$ cat src/adsr_envelope_generator_macros.svh
// ----------------------------------------------------------------------------
// ADSR envelope generator assertion macros
// Concurrent assertion wrappers shared by the envelope generator RTL.
// ----------------------------------------------------------------------------
`ifndef ADSR_ENVELOPE_GENERATOR_MACROS_SVH
`define ADSR_ENVELOPE_GENERATOR_MACROS_SVH

`ifndef ASSERT_OFF

// Checks that the consequent holds in the same cycle as the antecedent.
`define ADSR_ASSERT_SAME(label, clk, rst_n, ante, cons) \
    label: assert property (@(posedge clk) disable iff (!rst_n) (ante) |-> (cons)) \
        else $error("envelope generator check failed");

// Checks that the consequent holds in the cycle after the antecedent.
`define ADSR_ASSERT_NEXT(label, clk, rst_n, ante, cons) \
    label: assert property (@(posedge clk) disable iff (!rst_n) (ante) |=> (cons)) \
        else $error("envelope generator check failed");

`else

`define ADSR_ASSERT_SAME(label, clk, rst_n, ante, cons)
`define ADSR_ASSERT_NEXT(label, clk, rst_n, ante, cons)

`endif

`endif

$ cat src/adsr_pkg.sv
// ----------------------------------------------------------------------------
// ADSR envelope generator package
// Widths, payload types, phase and register codes shared by the design.
// ----------------------------------------------------------------------------
package adsr_pkg;

    localparam int LEVEL_BITS     = 16;
    localparam int COUNT_BITS     = 32;
    localparam int LEN_BITS       = 16;
    localparam int CFG_INDEX_BITS = 4;
    localparam int CFG_DATA_BITS  = (LEVEL_BITS > LEN_BITS) ? LEVEL_BITS : LEN_BITS;
    localparam int ITER_BITS      = $clog2(LEVEL_BITS);

    typedef logic [LEVEL_BITS-1:0]     level_t;
    typedef logic [COUNT_BITS-1:0]     count_t;
    typedef logic [LEN_BITS-1:0]       len_t;
    typedef logic [CFG_INDEX_BITS-1:0] cfg_index_t;
    typedef logic [CFG_DATA_BITS-1:0]  cfg_data_t;
    typedef logic [ITER_BITS-1:0]      iter_t;

    typedef enum logic [2:0] {
        PH_IDLE    = 3'd0,
        PH_ATTACK  = 3'd1,
        PH_DECAY   = 3'd2,
        PH_SUSTAIN = 3'd3,
        PH_RELEASE = 3'd4
    } phase_t;

    typedef enum logic [1:0] {
        CS_IDLE,
        CS_LOAD,
        CS_DIV,
        CS_FINISH
    } ctrl_state_t;

    localparam cfg_index_t CFG_ATTACK_TARGET  = cfg_index_t'(0);
    localparam cfg_index_t CFG_ATTACK_LENGTH  = cfg_index_t'(1);
    localparam cfg_index_t CFG_DECAY_TARGET   = cfg_index_t'(2);
    localparam cfg_index_t CFG_DECAY_LENGTH   = cfg_index_t'(3);
    localparam cfg_index_t CFG_SUSTAIN_TARGET = cfg_index_t'(4);
    localparam cfg_index_t CFG_SUSTAIN_LENGTH = cfg_index_t'(5);
    localparam cfg_index_t CFG_RELEASE_TARGET = cfg_index_t'(6);
    localparam cfg_index_t CFG_RELEASE_LENGTH = cfg_index_t'(7);

endpackage

$ cat src/adsr_cfg_if.sv
// ----------------------------------------------------------------------------
// ADSR configuration write channel
// Carries a register index and write data under a valid/ready handshake.
// ----------------------------------------------------------------------------
interface adsr_cfg_if;
    import adsr_pkg::*;

    logic       valid;
    logic       ready;
    cfg_index_t index;
    cfg_data_t  data;

    modport source (output valid, index, data, input ready);
    modport sink (input valid, index, data, output ready);
endinterface

$ cat src/adsr_tick_if.sv
// ----------------------------------------------------------------------------
// ADSR tick channel
// Carries the gate and the time count of one envelope tick.
// ----------------------------------------------------------------------------
interface adsr_tick_if;
    import adsr_pkg::*;

    logic   valid;
    logic   ready;
    logic   gate_on;
    count_t now_count;

    modport source (output valid, gate_on, now_count, input ready);
    modport sink (input valid, gate_on, now_count, output ready);
endinterface

$ cat src/adsr_result_if.sv
// ----------------------------------------------------------------------------
// ADSR result channel
// Carries the envelope level, phase and gate clear flag of one tick.
// ----------------------------------------------------------------------------
interface adsr_result_if;
    import adsr_pkg::*;

    logic       valid;
    logic       ready;
    level_t     level;
    logic [2:0] phase;
    logic       gate_clear;

    modport source (output valid, level, phase, gate_clear, input ready);
    modport sink (input valid, level, phase, gate_clear, output ready);
endinterface

$ cat src/adsr_envelope_generator.sv
// ----------------------------------------------------------------------------
// ADSR envelope generator
// Linear five-phase envelope with a bit-serial ramp multiply-divide unit.
// ----------------------------------------------------------------------------
//  channel | role   | payload                   | transfer
//  cfg     | sink   | index, data               | valid && ready, always ready
//  tick    | sink   | gate_on, now_count        | valid && ready
//  result  | source | level, phase, gate_clear  | valid && ready
//
//  After a tick transfer the sequencer runs a load state, LEVEL_BITS divider
//  iterations and a commit state before it can take the next tick.
//  The divider retires one quotient bit per cycle.
//  A finished result waits in the output register; a stalled result channel
//  holds the commit cycle until the register frees up.
//  Reset clears all configuration and envelope state to zero and idle.
// ----------------------------------------------------------------------------
`include "adsr_envelope_generator_macros.svh"

module adsr_envelope_generator (
    input logic           clk,
    input logic           rst_n,
    adsr_cfg_if.sink      cfg,
    adsr_tick_if.sink     tick,
    adsr_result_if.source result
);
    import adsr_pkg::*;

    ctrl_state_t ctrl_state_reg, ctrl_state_next;

    level_t attack_target_reg, decay_target_reg, sustain_target_reg, release_target_reg;
    len_t   attack_length_reg, decay_length_reg, sustain_length_reg, release_length_reg;

    phase_t phase_reg, phase_next;
    count_t phase_start_reg, phase_start_next;
    level_t attack_origin_reg, attack_origin_next;
    level_t attack_level_reg, attack_level_next;
    level_t decay_level_reg, decay_level_next;
    level_t sustain_level_reg, sustain_level_next;
    level_t release_level_reg, release_level_next;
    level_t held_level_reg;
    level_t level_new;
    logic   clear_new;

    logic   gate_reg;
    count_t now_reg;

    level_t div_num_reg, div_num_next;
    len_t   div_mul_reg, div_mul_next;
    len_t   div_den_reg;
    len_t   div_rem_reg, div_rem_next;
    level_t div_quo_reg, div_quo_next;
    iter_t  div_cnt_reg;

    logic               out_valid_reg;
    level_t             out_level_reg;
    phase_t             out_phase_reg;
    logic               out_clear_reg;

    logic               out_free;
    logic               commit;
    logic               tick_xfer;

    count_t elapsed;
    level_t from_sel, to_sel;
    len_t   len_sel;
    logic   past_len;
    logic   ramp_up;
    level_t ramp_val;

    logic [LEN_BITS:0] den_ext, rem_shift, rem_a, rem_b, rem_c;
    logic              step1_ge, step2_ge;

    assign cfg.ready  = 1'b1;
    assign tick.ready = (ctrl_state_reg == CS_IDLE);
    assign tick_xfer  = tick.valid && tick.ready;
    assign out_free   = !out_valid_reg || result.ready;

    assign result.valid      = out_valid_reg;
    assign result.level      = out_level_reg;
    assign result.phase      = out_phase_reg;
    assign result.gate_clear = out_clear_reg;

    // Ramp operands of the present phase.
    always_comb
    begin
        unique case (phase_reg)
            PH_ATTACK:
            begin
                from_sel = attack_origin_reg;
                to_sel   = attack_target_reg;
                len_sel  = attack_length_reg;
            end
            PH_DECAY:
            begin
                from_sel = attack_level_reg;
                to_sel   = decay_target_reg;
                len_sel  = decay_length_reg;
            end
            PH_SUSTAIN:
            begin
                from_sel = decay_level_reg;
                to_sel   = sustain_target_reg;
                len_sel  = sustain_length_reg;
            end
            default:
            begin
                from_sel = sustain_level_reg;
                to_sel   = release_target_reg;
                len_sel  = release_length_reg;
            end
        endcase
    end

    assign elapsed  = now_reg - phase_start_reg;
    assign past_len = elapsed > COUNT_BITS'(len_sel);
    assign ramp_up  = to_sel >= from_sel;

    always_comb
    begin
        if (len_sel == '0)
        begin
            ramp_val = to_sel;
        end
        else if (ramp_up)
        begin
            ramp_val = from_sel + div_quo_reg;
        end
        else
        begin
            ramp_val = from_sel - div_quo_reg;
        end
    end

    assign div_num_next = ramp_up ? (to_sel - from_sel) : (from_sel - to_sel);
    assign div_mul_next = past_len ? len_sel : elapsed[LEN_BITS-1:0];

    // One iteration of the shift-and-subtract multiply-divide per cycle.
    always_comb
    begin
        den_ext   = {1'b0, div_den_reg};
        rem_shift = {div_rem_reg, 1'b0};
        step1_ge  = rem_shift >= den_ext;
        rem_a     = step1_ge ? (rem_shift - den_ext) : rem_shift;
        rem_b     = div_num_reg[LEVEL_BITS-1] ? (rem_a + {1'b0, div_mul_reg}) : rem_a;
        step2_ge  = div_num_reg[LEVEL_BITS-1] && (rem_b >= den_ext);
        rem_c     = step2_ge ? (rem_b - den_ext) : rem_b;
        div_rem_next = rem_c[LEN_BITS-1:0];
        div_quo_next = {div_quo_reg[LEVEL_BITS-2:0], 1'b0} + LEVEL_BITS'(step1_ge)
                       + LEVEL_BITS'(step2_ge);
    end

    // Envelope phase update for the tick being committed.
    always_comb
    begin
        phase_next         = phase_reg;
        phase_start_next   = phase_start_reg;
        attack_origin_next = attack_origin_reg;
        attack_level_next  = attack_level_reg;
        decay_level_next   = decay_level_reg;
        sustain_level_next = sustain_level_reg;
        release_level_next = release_level_reg;
        level_new          = held_level_reg;
        clear_new          = 1'b0;
        unique case (phase_reg)
            PH_IDLE:
            begin
                if (gate_reg)
                begin
                    phase_next         = PH_ATTACK;
                    phase_start_next   = now_reg;
                    attack_origin_next = '0;
                    level_new          = '0;
                end
            end
            PH_ATTACK:
            begin
                if (past_len)
                begin
                    phase_next        = PH_DECAY;
                    phase_start_next  = now_reg;
                    attack_level_next = attack_target_reg;
                end
                else if (!gate_reg)
                begin
                    phase_next         = PH_RELEASE;
                    phase_start_next   = now_reg;
                    decay_level_next   = attack_level_reg;
                    sustain_level_next = attack_level_reg;
                    release_level_next = attack_level_reg;
                end
                else
                begin
                    attack_level_next = ramp_val;
                end
                level_new = attack_level_next;
            end
            PH_DECAY:
            begin
                if (past_len)
                begin
                    phase_next       = PH_SUSTAIN;
                    phase_start_next = now_reg;
                    decay_level_next = decay_target_reg;
                end
                else if (!gate_reg)
                begin
                    phase_next         = PH_RELEASE;
                    phase_start_next   = now_reg;
                    sustain_level_next = decay_level_reg;
                    release_level_next = decay_level_reg;
                end
                else
                begin
                    decay_level_next = ramp_val;
                end
                level_new = decay_level_next;
            end
            PH_SUSTAIN:
            begin
                sustain_level_next = past_len ? sustain_target_reg : ramp_val;
                if (!gate_reg)
                begin
                    phase_next         = PH_RELEASE;
                    phase_start_next   = now_reg;
                    release_level_next = sustain_level_next;
                end
                level_new = sustain_level_next;
            end
            default:
            begin
                if (past_len)
                begin
                    phase_next         = PH_IDLE;
                    attack_origin_next = '0;
                    clear_new          = 1'b1;
                    level_new          = '0;
                end
                else if (gate_reg)
                begin
                    phase_next         = PH_ATTACK;
                    phase_start_next   = now_reg;
                    attack_origin_next = release_level_reg;
                    level_new          = release_level_reg;
                end
                else
                begin
                    release_level_next = ramp_val;
                    level_new          = ramp_val;
                end
            end
        endcase
    end

    // Tick sequencer.
    always_comb
    begin
        ctrl_state_next = ctrl_state_reg;
        commit          = 1'b0;
        unique case (ctrl_state_reg)
            CS_IDLE:
            begin
                if (tick_xfer)
                begin
                    ctrl_state_next = CS_LOAD;
                end
            end
            CS_LOAD:
            begin
                ctrl_state_next = CS_DIV;
            end
            CS_DIV:
            begin
                if (div_cnt_reg == '0)
                begin
                    ctrl_state_next = CS_FINISH;
                end
            end
            CS_FINISH:
            begin
                if (out_free)
                begin
                    commit          = 1'b1;
                    ctrl_state_next = CS_IDLE;
                end
            end
            default:
            begin
                ctrl_state_next = CS_IDLE;
            end
        endcase
    end

    always_ff @(posedge clk or negedge rst_n)
    begin
        if (!rst_n)
        begin
            ctrl_state_reg <= CS_IDLE;
            out_valid_reg  <= 1'b0;
        end
        else
        begin
            ctrl_state_reg <= ctrl_state_next;
            if (commit)
            begin
                out_valid_reg <= 1'b1;
            end
            else if (result.ready)
            begin
                out_valid_reg <= 1'b0;
            end
        end
    end

    always_ff @(posedge clk or negedge rst_n)
    begin
        if (!rst_n)
        begin
            attack_target_reg  <= '0;
            attack_length_reg  <= '0;
            decay_target_reg   <= '0;
            decay_length_reg   <= '0;
            sustain_target_reg <= '0;
            sustain_length_reg <= '0;
            release_target_reg <= '0;
            release_length_reg <= '0;
        end
        else if (cfg.valid && cfg.ready)
        begin
            unique case (cfg.index)
                CFG_ATTACK_TARGET:  attack_target_reg  <= cfg.data[LEVEL_BITS-1:0];
                CFG_ATTACK_LENGTH:  attack_length_reg  <= cfg.data[LEN_BITS-1:0];
                CFG_DECAY_TARGET:   decay_target_reg   <= cfg.data[LEVEL_BITS-1:0];
                CFG_DECAY_LENGTH:   decay_length_reg   <= cfg.data[LEN_BITS-1:0];
                CFG_SUSTAIN_TARGET: sustain_target_reg <= cfg.data[LEVEL_BITS-1:0];
                CFG_SUSTAIN_LENGTH: sustain_length_reg <= cfg.data[LEN_BITS-1:0];
                CFG_RELEASE_TARGET: release_target_reg <= cfg.data[LEVEL_BITS-1:0];
                CFG_RELEASE_LENGTH: release_length_reg <= cfg.data[LEN_BITS-1:0];
                default:
                begin
                end
            endcase
        end
    end

    always_ff @(posedge clk or negedge rst_n)
    begin
        if (!rst_n)
        begin
            phase_reg         <= PH_IDLE;
            phase_start_reg   <= '0;
            attack_origin_reg <= '0;
            attack_level_reg  <= '0;
            decay_level_reg   <= '0;
            sustain_level_reg <= '0;
            release_level_reg <= '0;
            held_level_reg    <= '0;
        end
        else if (commit)
        begin
            phase_reg         <= phase_next;
            phase_start_reg   <= phase_start_next;
            attack_origin_reg <= attack_origin_next;
            attack_level_reg  <= attack_level_next;
            decay_level_reg   <= decay_level_next;
            sustain_level_reg <= sustain_level_next;
            release_level_reg <= release_level_next;
            held_level_reg    <= level_new;
        end
    end

    always_ff @(posedge clk)
    begin
        if (tick_xfer)
        begin
            gate_reg <= tick.gate_on;
            now_reg  <= tick.now_count;
        end
        if (ctrl_state_reg == CS_LOAD)
        begin
            div_num_reg <= div_num_next;
            div_mul_reg <= div_mul_next;
            div_den_reg <= len_sel;
            div_rem_reg <= '0;
            div_quo_reg <= '0;
            div_cnt_reg <= iter_t'(LEVEL_BITS - 1);
        end
        else if (ctrl_state_reg == CS_DIV)
        begin
            div_num_reg <= {div_num_reg[LEVEL_BITS-2:0], 1'b0};
            div_rem_reg <= div_rem_next;
            div_quo_reg <= div_quo_next;
            div_cnt_reg <= div_cnt_reg - iter_t'(1);
        end
        if (commit)
        begin
            out_level_reg <= level_new;
            out_phase_reg <= phase_next;
            out_clear_reg <= clear_new;
        end
    end

    `ADSR_ASSERT_SAME(a_clear_means_idle_zero, clk, rst_n, result.valid && result.gate_clear, (result.phase == PH_IDLE) && (result.level == '0))
    `ADSR_ASSERT_SAME(a_rem_below_divisor, clk, rst_n, (ctrl_state_reg == CS_DIV) && (div_den_reg != '0), div_rem_reg < div_den_reg)
    `ADSR_ASSERT_NEXT(a_finish_presents_result, clk, rst_n, (ctrl_state_reg == CS_FINISH) && out_free, result.valid && (ctrl_state_reg == CS_IDLE))

endmodule

$ cat src/flat_wrapper.sv
// flat-port wrapper written by rule: the top's interface ports become plain ports
module adsr_envelope_generator_flat import adsr_pkg::*;
  (clk, rst_n, cfg_valid, cfg_index, cfg_data, cfg_ready, tick_valid, tick_gate_on, tick_now_count, tick_ready, result_valid, result_level, result_phase, result_gate_clear, result_ready);
  adsr_cfg_if cfg_i ();
  adsr_tick_if tick_i ();
  adsr_result_if result_i ();
  input logic clk;
  input logic rst_n;
  input wire logic [$bits(cfg_i.valid)-1:0] cfg_valid;
  input wire logic [$bits(cfg_i.index)-1:0] cfg_index;
  input wire logic [$bits(cfg_i.data)-1:0] cfg_data;
  output wire logic [$bits(cfg_i.ready)-1:0] cfg_ready;
  input wire logic [$bits(tick_i.valid)-1:0] tick_valid;
  input wire logic [$bits(tick_i.gate_on)-1:0] tick_gate_on;
  input wire logic [$bits(tick_i.now_count)-1:0] tick_now_count;
  output wire logic [$bits(tick_i.ready)-1:0] tick_ready;
  output wire logic [$bits(result_i.valid)-1:0] result_valid;
  output wire logic [$bits(result_i.level)-1:0] result_level;
  output wire logic [$bits(result_i.phase)-1:0] result_phase;
  output wire logic [$bits(result_i.gate_clear)-1:0] result_gate_clear;
  input wire logic [$bits(result_i.ready)-1:0] result_ready;
  assign cfg_i.valid = cfg_valid;
  assign cfg_i.index = cfg_index;
  assign cfg_i.data = cfg_data;
  assign cfg_ready = cfg_i.ready;
  assign tick_i.valid = tick_valid;
  assign tick_i.gate_on = tick_gate_on;
  assign tick_i.now_count = tick_now_count;
  assign tick_ready = tick_i.ready;
  assign result_valid = result_i.valid;
  assign result_level = result_i.level;
  assign result_phase = result_i.phase;
  assign result_gate_clear = result_i.gate_clear;
  assign result_i.ready = result_ready;
  adsr_envelope_generator u_core (.clk(clk), .rst_n(rst_n), .cfg(cfg_i), .tick(tick_i), .result(result_i));
endmodule
$ cat config.mk
export PLATFORM = sky130hd
export DESIGN_NAME = adsr_envelope_generator_flat
export DESIGN_NICKNAME = d
export VERILOG_FILES = /design/src/adsr_pkg.sv /design/src/adsr_cfg_if.sv /design/src/adsr_tick_if.sv /design/src/adsr_result_if.sv /design/src/adsr_envelope_generator.sv /design/src/flat_wrapper.sv
export VERILOG_INCLUDE_DIRS = /design/src /design/src/src
export SDC_FILE = /design/constraint.sdc
export NUM_CORES = 1
export LEC_CHECK = 0
export BUFFER_PORTS_ARGS = -buffer_cell sky130_fd_sc_hd__buf_2
export CORE_MARGIN = 2
export CORE_UTILIZATION = 60
export CTS_CLUSTER_SIZE = 40
export DETAILED_ROUTE_END_ITERATION = 10
export PLACE_DENSITY = 0.77
export SLEW_MARGIN = 10
export SYNTH_ARGS = -nofsm -noshare
export SYNTH_HDL_FRONTEND = slang
export SYNTH_SLANG_ARGS = --single-unit
export TNS_END_PERCENT = 10
$ cat constraint.sdc
create_clock -name clk -period 9 [get_ports clk]
set_clock_uncertainty 0.05 [all_clocks]
set_input_delay 2.25 -clock clk [delete_from_list [all_inputs] [get_ports clk]]
set_output_delay 2.25 -clock clk [all_outputs]
set_load 0.05 [all_outputs]
Word level (Yosys, flattened, before mapping)
Cells that the tools add are included.

storage, ports and cells
  flip-flop bits (word level) = 399
  bits in latches = 0
  bits in writable memories = 0
  memory bits (read-only) = 0
  bits of input ports = 58
  output and inout bits = 23
  logic and storage cells = 156
  memories kept = 0

operators by class
  add/sub/neg operators = 11
  multiply operators = 0
  divide/modulo/power cells = 0
  $lt $le $gt $ge = 4
  equality and inequality tests = 24
  shift-type cells = 0
  multiplexer cells = 54
  bitwise operators = 2
  reduce and logical (&&, ||, !) cells = 32

operators by type and width
  operator                                        number
  two-way mux 16 bit                              24
  case mux 16 bit (3 select lines)                4
  two-way mux 32 bit                              4
  case mux 16 bit (4 select lines)                2
  case mux 32 bit (3 select lines)                1
  case mux 16 bit (2 select lines)                2
  subtractor 16 bit                               4
  greater-or-equal comparator 17 x 16 -> 1 bit    2
  two-way mux 17 bit                              2
  adder 16 x 1 -> 16 bit                          2
  greater-than comparator 32 x 16 -> 1 bit        1
  subtractor 32 bit                               1
  AND reduction 2 bit                             10
  adder 17 x 16 -> 17 bit                         1
  subtractor 17 x 16 -> 17 bit                    1
  adder 16 bit                                    1
  == test 4 x 3 -> 1 bit (second input constant)  4
  greater-or-equal comparator 16 bit              1
  logical NOT 16 bit                              1
  two-way mux 3 bit                               5
  != test 2 bit (second input constant)           7
  case mux 3 bit (4 select lines)                 1
  == test 4 x 2 -> 1 bit (second input constant)  2
  logical NOT 4 bit                               2
  26 further kinds                                42

Logic depth before layout (Yosys ltp)
  depth after elaboration = 8
  gate-level depth with buffers = 40
  depth with buffers taken out = 38

Least setup slack after synthesis
No wires, ideal clock.

  path type = reg-to-reg
  from = register u_core.phase_reg[0]
  to = register u_core.held_level_reg[10]
  setup time = 0.065 ns
  arrival time = 8.157 ns
  data required time = 8.885 ns
  setup slack = 0.728 ns
  stages on the path, launching flop included = 36
  buffers on the path = 10
  clock period less this slack = 8.272 ns
  path through = dfrtp_1 > clkbuf_1 > buf_2 > buf_2 > buf_2 > clkbuf_1 > clkbuf_1 > clkbuf_1 > mux2i_1 > nor2_1 > a21oi_1 > nor2_1 > a21o_1 > inv_1 > ha_1 > clkbuf_1 > nand2_1 > o311ai_0 > a21oi_1 > o31ai_1 > clkbuf_1 > clkbuf_1 > nor2_1 > xor2_1 > ha_1 > a211oi_1 > o21bai_1 > a21oi_1 > o21ai_0 > xnor2_1 > o21ai_0 > o21ai_0 > mux2_2 > mux4_2 > o211ai_1 > mux2_2

between the ends
  cells in the longest elaborated chain, start to end = 8
  elaborated cells between the ends (all ways) = 22
  those cells by class = 2 x add/sub; 2 x order compare; 3 x eq/ne; 13 x mux; 2 x reduce/logical

RTL lines
  item                                                              line                                                                                            source
  start, declared                                                   adsr_envelope_generator.sv:33                                                                   phase_t phase_reg, phase_next;
  start signal, assigned                                            adsr_envelope_generator.sv:360                                                                  phase_reg <= phase_next;
  == test 3 x 2 -> 1 bit or == test 3 x 1 -> 1 bit (tied branches)  adsr_envelope_generator.sv:86, adsr_envelope_generator.sv:164
  case mux 16 bit (3 select lines)                                  adsr_envelope_generator.sv:86                                                                   unique case (phase_reg)
  subtractor 16 bit (tied with other cells)                         adsr_envelope_generator.sv:130                                                                  ramp_val = from_sel - div_quo_reg;
  two-way mux 16 bit                                                adsr_envelope_generator.sv:124                                                                  else if (ramp_up)
  two-way mux 16 bit                                                adsr_envelope_generator.sv:120                                                                  if (len_sel == '0)
  two-way mux 16 bit, on equally long branches                      n/a
  two-way mux 16 bit, on equally long branches                      adsr_envelope_generator.sv:231, adsr_envelope_generator.sv:177, adsr_envelope_generator.sv:199
  case mux 16 bit (4 select lines) (*)                              adsr_envelope_generator.sv:164                                                                  unique case (phase_reg)
  net u_core.level_new[10]                                          adsr_envelope_generator.sv:41                                                                   level_t level_new;
  end signal, assigned                                              adsr_envelope_generator.sv:367                                                                  held_level_reg <= level_new;
  end, declared                                                     adsr_envelope_generator.sv:40                                                                   level_t held_level_reg;

Mark *: on every way through the listed nets, which the timed path passes. The rest lies on a longest branch.
A chain may end at the register's enable or synchronous reset.

Final worst setup path
  from = register u_core.div_den_reg[1]
  to = register u_core.div_quo_reg[14]

between the ends
  cells in the longest elaborated chain, start to end = 7
  elaborated cells between the ends (all ways) = 9
  those cells by class = 4 x add/sub; 2 x order compare; 2 x mux; 1 x reduce/logical

RTL lines
  item                                                                                          line                                                            source
  start, declared                                                                               adsr_envelope_generator.sv:49                                   len_t div_den_reg;
  start signal, assigned                                                                        adsr_envelope_generator.sv:382                                  div_den_reg <= len_sel;
  subtractor 17 x 16 -> 17 bit or greater-or-equal comparator 17 x 16 -> 1 bit (tied branches)  adsr_envelope_generator.sv:143, adsr_envelope_generator.sv:142
  two-way mux 17 bit                                                                            adsr_envelope_generator.sv:143                                  rem_a = step1_ge ? (rem_shift - den_ext) : rem_shift;
  adder 17 x 16 -> 17 bit                                                                       adsr_envelope_generator.sv:144                                  rem_b = div_num_reg[LEVEL_BITS-1] ? (rem_a + {1'b0, div_mul_reg}) : rem_a;
  two-way mux 17 bit                                                                            adsr_envelope_generator.sv:144
  greater-or-equal comparator 17 x 16 -> 1 bit                                                  adsr_envelope_generator.sv:145                                  step2_ge = div_num_reg[LEVEL_BITS-1] && (rem_b >= den_ext);
  logical AND 1 bit                                                                             adsr_envelope_generator.sv:145
  adder 16 x 1 -> 16 bit (*)                                                                    adsr_envelope_generator.sv:149                                  + LEVEL_BITS'(step2_ge);
  end signal, assigned                                                                          adsr_envelope_generator.sv:391                                  div_quo_reg <= div_quo_next;
  end, declared                                                                                 adsr_envelope_generator.sv:51                                   level_t div_quo_reg, div_quo_next;

Every way passes the cells marked *; elsewhere a longest branch is shown, timed or not.

==> results by stage <==
Outcome:
- The run finished with clean final reports.

Logic synthesis:
- Of the post-synthesis cell area, the dominant cell type holds 0.2396.
- Counting every instance in the synthesized netlist gives 2948.
- The number of nets produced by synthesis is approximately 3200.
- The commonest cells after synthesis are sky130_fd_sc_hd__nor2_1, sky130_fd_sc_hd__dfrtp_1, sky130_fd_sc_hd__a21oi_1.
- The post-synthesis adder-cell area fraction is 0.07454.
- The number of synthesis warnings is 0.
- By area, the combinational part of the netlist is dominated by compound AO/OA/AOI/OAI gates.
- Each instance of the synthesized netlist takes up on average slightly above 9 um2.
- The primary flip-flop cell chosen by synthesis mapping is sky130_fd_sc_hd__dfrtp_1.
- The post-synthesis compound-gate area fraction is 0.2077.
- The combined area of all synthesized cells is around 27000 um2.
- The cell taking the most area after synthesis is sky130_fd_sc_hd__dfrtp_1.
- The fraction of the mapped netlist area in simple logic gates is 0.1242.
- The number of distinct standard cells referenced by the synthesized netlist is 92.
- The share of the Yosys chip area taken by registers is 0.3768.
- The number of enable flip-flop cells after synthesis is between 100 and 150.
- By instance count, the leading cell after synthesis is sky130_fd_sc_hd__nor2_1.
- After synthesis, the share of flip-flops with an asynchronous set or reset is 0.6566.
- Measured against the total synthesized area, the mux share comes to 0.1311.
- After synthesis the netlist holds a flip-flop and latch count of ~400.
- The parity-gate share of the synthesized area counting xor and xnor cells is 0.03425.
- Ranked by total cell area, the synthesized netlist is headed by sky130_fd_sc_hd__dfrtp_1, sky130_fd_sc_hd__edfxtp_1, sky130_fd_sc_hd__mux2_2.

Clocking:
- Counting the buffers created by CTS gives 45.
- TritonCTS built the clock tree.
- For the worst-skew pair, the clock arrives at the later sink with an insertion delay of 610 ps.
- The worst-case clock buffer depth is 3.
- The clock edge transition at the registers on the reported setup and hold paths is 60 ps.
- The number of hold buffers added after CTS was 0.
- The H-tree depth is 2.
- For this design, the sink count on the clock tree is between 300 and 400.
- CTS placed an instance of sky130_fd_sc_hd__clkbuf_16 at the clock tree root.

Drt:
- The per-cell via count in the routed design is between 6 and 7.
- The number of iterations in the first detailed-routing pass is 8.
- The vias after detailed routing is ~24000.
- The number of routed nets with antenna violations is 0.
- For this run, design rule violations remaining after detail routing come to 0.
- The routed wire length per instance is 23.36 um.
- The sum of routed wire length over all layers is roughly 84000 um.
- The violation count after the first detailed-routing iteration is 2710.

STA:
- The max-slew violation total from the final report is 0.
- Adding up every negative setup slack in the final design gives 0 ps.
- The minimum setup slack in the final design is between 600 and 700 ps.
- The post-route fraction of the period consumed by the critical path is 0.9286.
- The maximum clock frequency is ~120 MHz.
- The total count of hold-check failures in the final report was 0.
- In this run the tightest slew margin relative to its limit is 0.1094.
- The setup-violating endpoint count in the final report is 0.
- The clock period could shrink to 8357 ps.
- Setup repair after global routing left no endpoint under its margin.
- The actual transition at the worst max-transition pin is 1322 ps.

Critical path:
- For the worst setup path, the data required time is 9440 ps.
- For this design, the slowest cell found on the critical path is sky130_fd_sc_hd__a211o_1.
- The critical path's largest stage delay is approximately 460 ps.
- The worst setup path category is flop to flop.
- The sort of element at the end of the critical path is a flop.
- By instance count, the cell type seen most on the critical path is sky130_fd_sc_hd__ha_1.
- The maximum fanout count along the critical path is 15.
- Data arrives at the worst endpoint at roughly 8800 ps.
- STA classifies the critical path startpoint as a flop.

Final layout:
- In the final design database the tool counted 3187 nets.
- The multi-input combinational cells in the finished layout cover a total of 15790 um2.
- The number of inserted filler cells in the final layout is around 3600.
- At the end of the flow the core is filled with cells to 0.6627.
- Compared with the post-synthesis result, the final layout area differs by 9.443%.
- The area of all sequential standard cells is 10310 um2.
- The fraction of final layout cells with drive strength greater than 1 is 0.1633.
- The finished layout holds around 3600 standard cells, fillers aside.

Min path:
- The path class of the tightest hold or removal check is flop to flop.

GRT:
- In the global route stage, overall resource usage came out at 0.3497.
- The total global routing overflow is 0.
- Entering global routing, the biggest net connects around 190 pins.
- The first global-routing pass estimated between 100000 and 150000 um of wire.
- The initial antenna violation count came to 1.
- The via count of the first global-routing pass came to 22650.

Die:
- The number of standard-cell rows in the floorplan is 78.
- The initial utilization of the core area, before any placement, comes to 0.6055.
- For this design the top-level I/O count stands at 81.
- The floorplan die height is 217.5 um.
- In this run the horizontal extent of the chip is 217.5 um.
- The core region is approximately 45000 um2.
- The area of the die is between 40000 and 50000 um2.

Place:
- The number of I/O port buffers is 79.
- The final HPWL from detailed placement is between 50000 and 60000 um.
- OpenSTA, run right after detailed placement, puts the worst setup slack at between 400 and 500 ps.
- The final weighted congestion of routability-driven global placement is 0.9908.
- The number of cells in the design after placement is 3524.

Flow run:
- The number of max-cap violations is 0.
-- metrics by stage --
| step | hold WS [ps] | cell area (um2) |
|---|---|---|
| finish | 425.3 | 29950 |
| global route | 461.9 | 29940 |
| CTS | 430.7 | 29910 |
| detailed placement | 417.7 | 28390 |
| global placement | 410.7 | 28390 |
| floorplan | 399.3 | 27360 |
-- cell type report --
| cell class | instances | area share |
|---|---|---|
| timing repair buffer | 140 | 0.02925 |
| inverter | 186 | 0.02332 |
| sequential | 399 | 0.3445 |
| antenna | 1 | 0.00008357 |
| clock inverter | 16 | 0.007939 |
| tap | 600 | 0.02507 |
| multi-input combinational | 2199 | 0.5272 |
| clock buffer | 67 | 0.04270 |
-- path summary, 6_finish.rpt --
check                                            start                          end  slack [ps]  cells after the start
setup / recovery                 u_core.div_den_reg[1]       u_core.div_quo_reg[14]         640                     36
hold / removal             u_core.sustain_level_reg[6]  u_core.sustain_level_reg[6]         430                      2
setup reg to reg                 u_core.div_den_reg[1]       u_core.div_quo_reg[14]         640                     36
hold reg to reg            u_core.sustain_level_reg[6]  u_core.sustain_level_reg[6]         430                      2
max in group asynchronous                        rst_n     u_core.ctrl_state_reg[0]        5800                      2
min in group asynchronous                        rst_n     u_core.held_level_reg[4]        1550                      1
-- placed cells by master, fill, tap and decap left out, drive strengths merged, types with 11 or more instances in the layout --
master	count
ha	151
clkinv	11
buf	140
nand2	206
o211ai	32
o21a	19
nor2	267
o22a	13
o21bai	15
xor2	45
a22oi	22
mux2	223
a2111oi	12
inv	186
nor3	52
xnor2	62
a31oi	36
and2	16
edfxtp	101
and3	21
a22o	12
o31ai	23
clkbuf	67
a211oi	43
or3	15
a21o	88
o221ai	12
nand3	53
mux2i	94
o21ai	193
a2bb2oi	12
nand4	29
o22ai	32
nand2b	18
nor2b	18
dfxtp	36
dfrtp	262
a21oi	225
-- routing by layer --
layer	wire length, um	track usage	up-vias
met5	14	0	-
met4	3350	0.1306	2
met3	8561	0.08787	255
met2	36420	0.5238	1252
met1	35940	0.4892	11570
li1	-	-	10780
-- logic make-up after synthesis --
kind of cell / after synthesis
simple gates: 738
flops: 399
compound gates: 876
xor+xnor: 107
mux: 318
fa+ha+maj: 159
buf+inv: 350
other cells: 1
-- critical path, delay by kind of cell, from the launching register on --
family	cells	cell delay, ps
flip-flops	1	360
AND/OR/NAND/NOR	11	2120
XOR/XNOR	2	240
AO/OA/AOI/OAI	14	3250
multiplexers	1	310
adder cells (fa/ha/maj)	5	1370
buffers and inverters	3	550
-- what timing repair did --
item | 4_1_cts | 5_1_grt
resized for setup | 0 | 7
setup buffers | 0 | 0
hold endpoints to repair | 0 | 0
setup endpoints to repair | 0 | 4
Power is not shown: default switching activity piles up to over one toggle a cycle in this logic, so the estimate is an artifact.
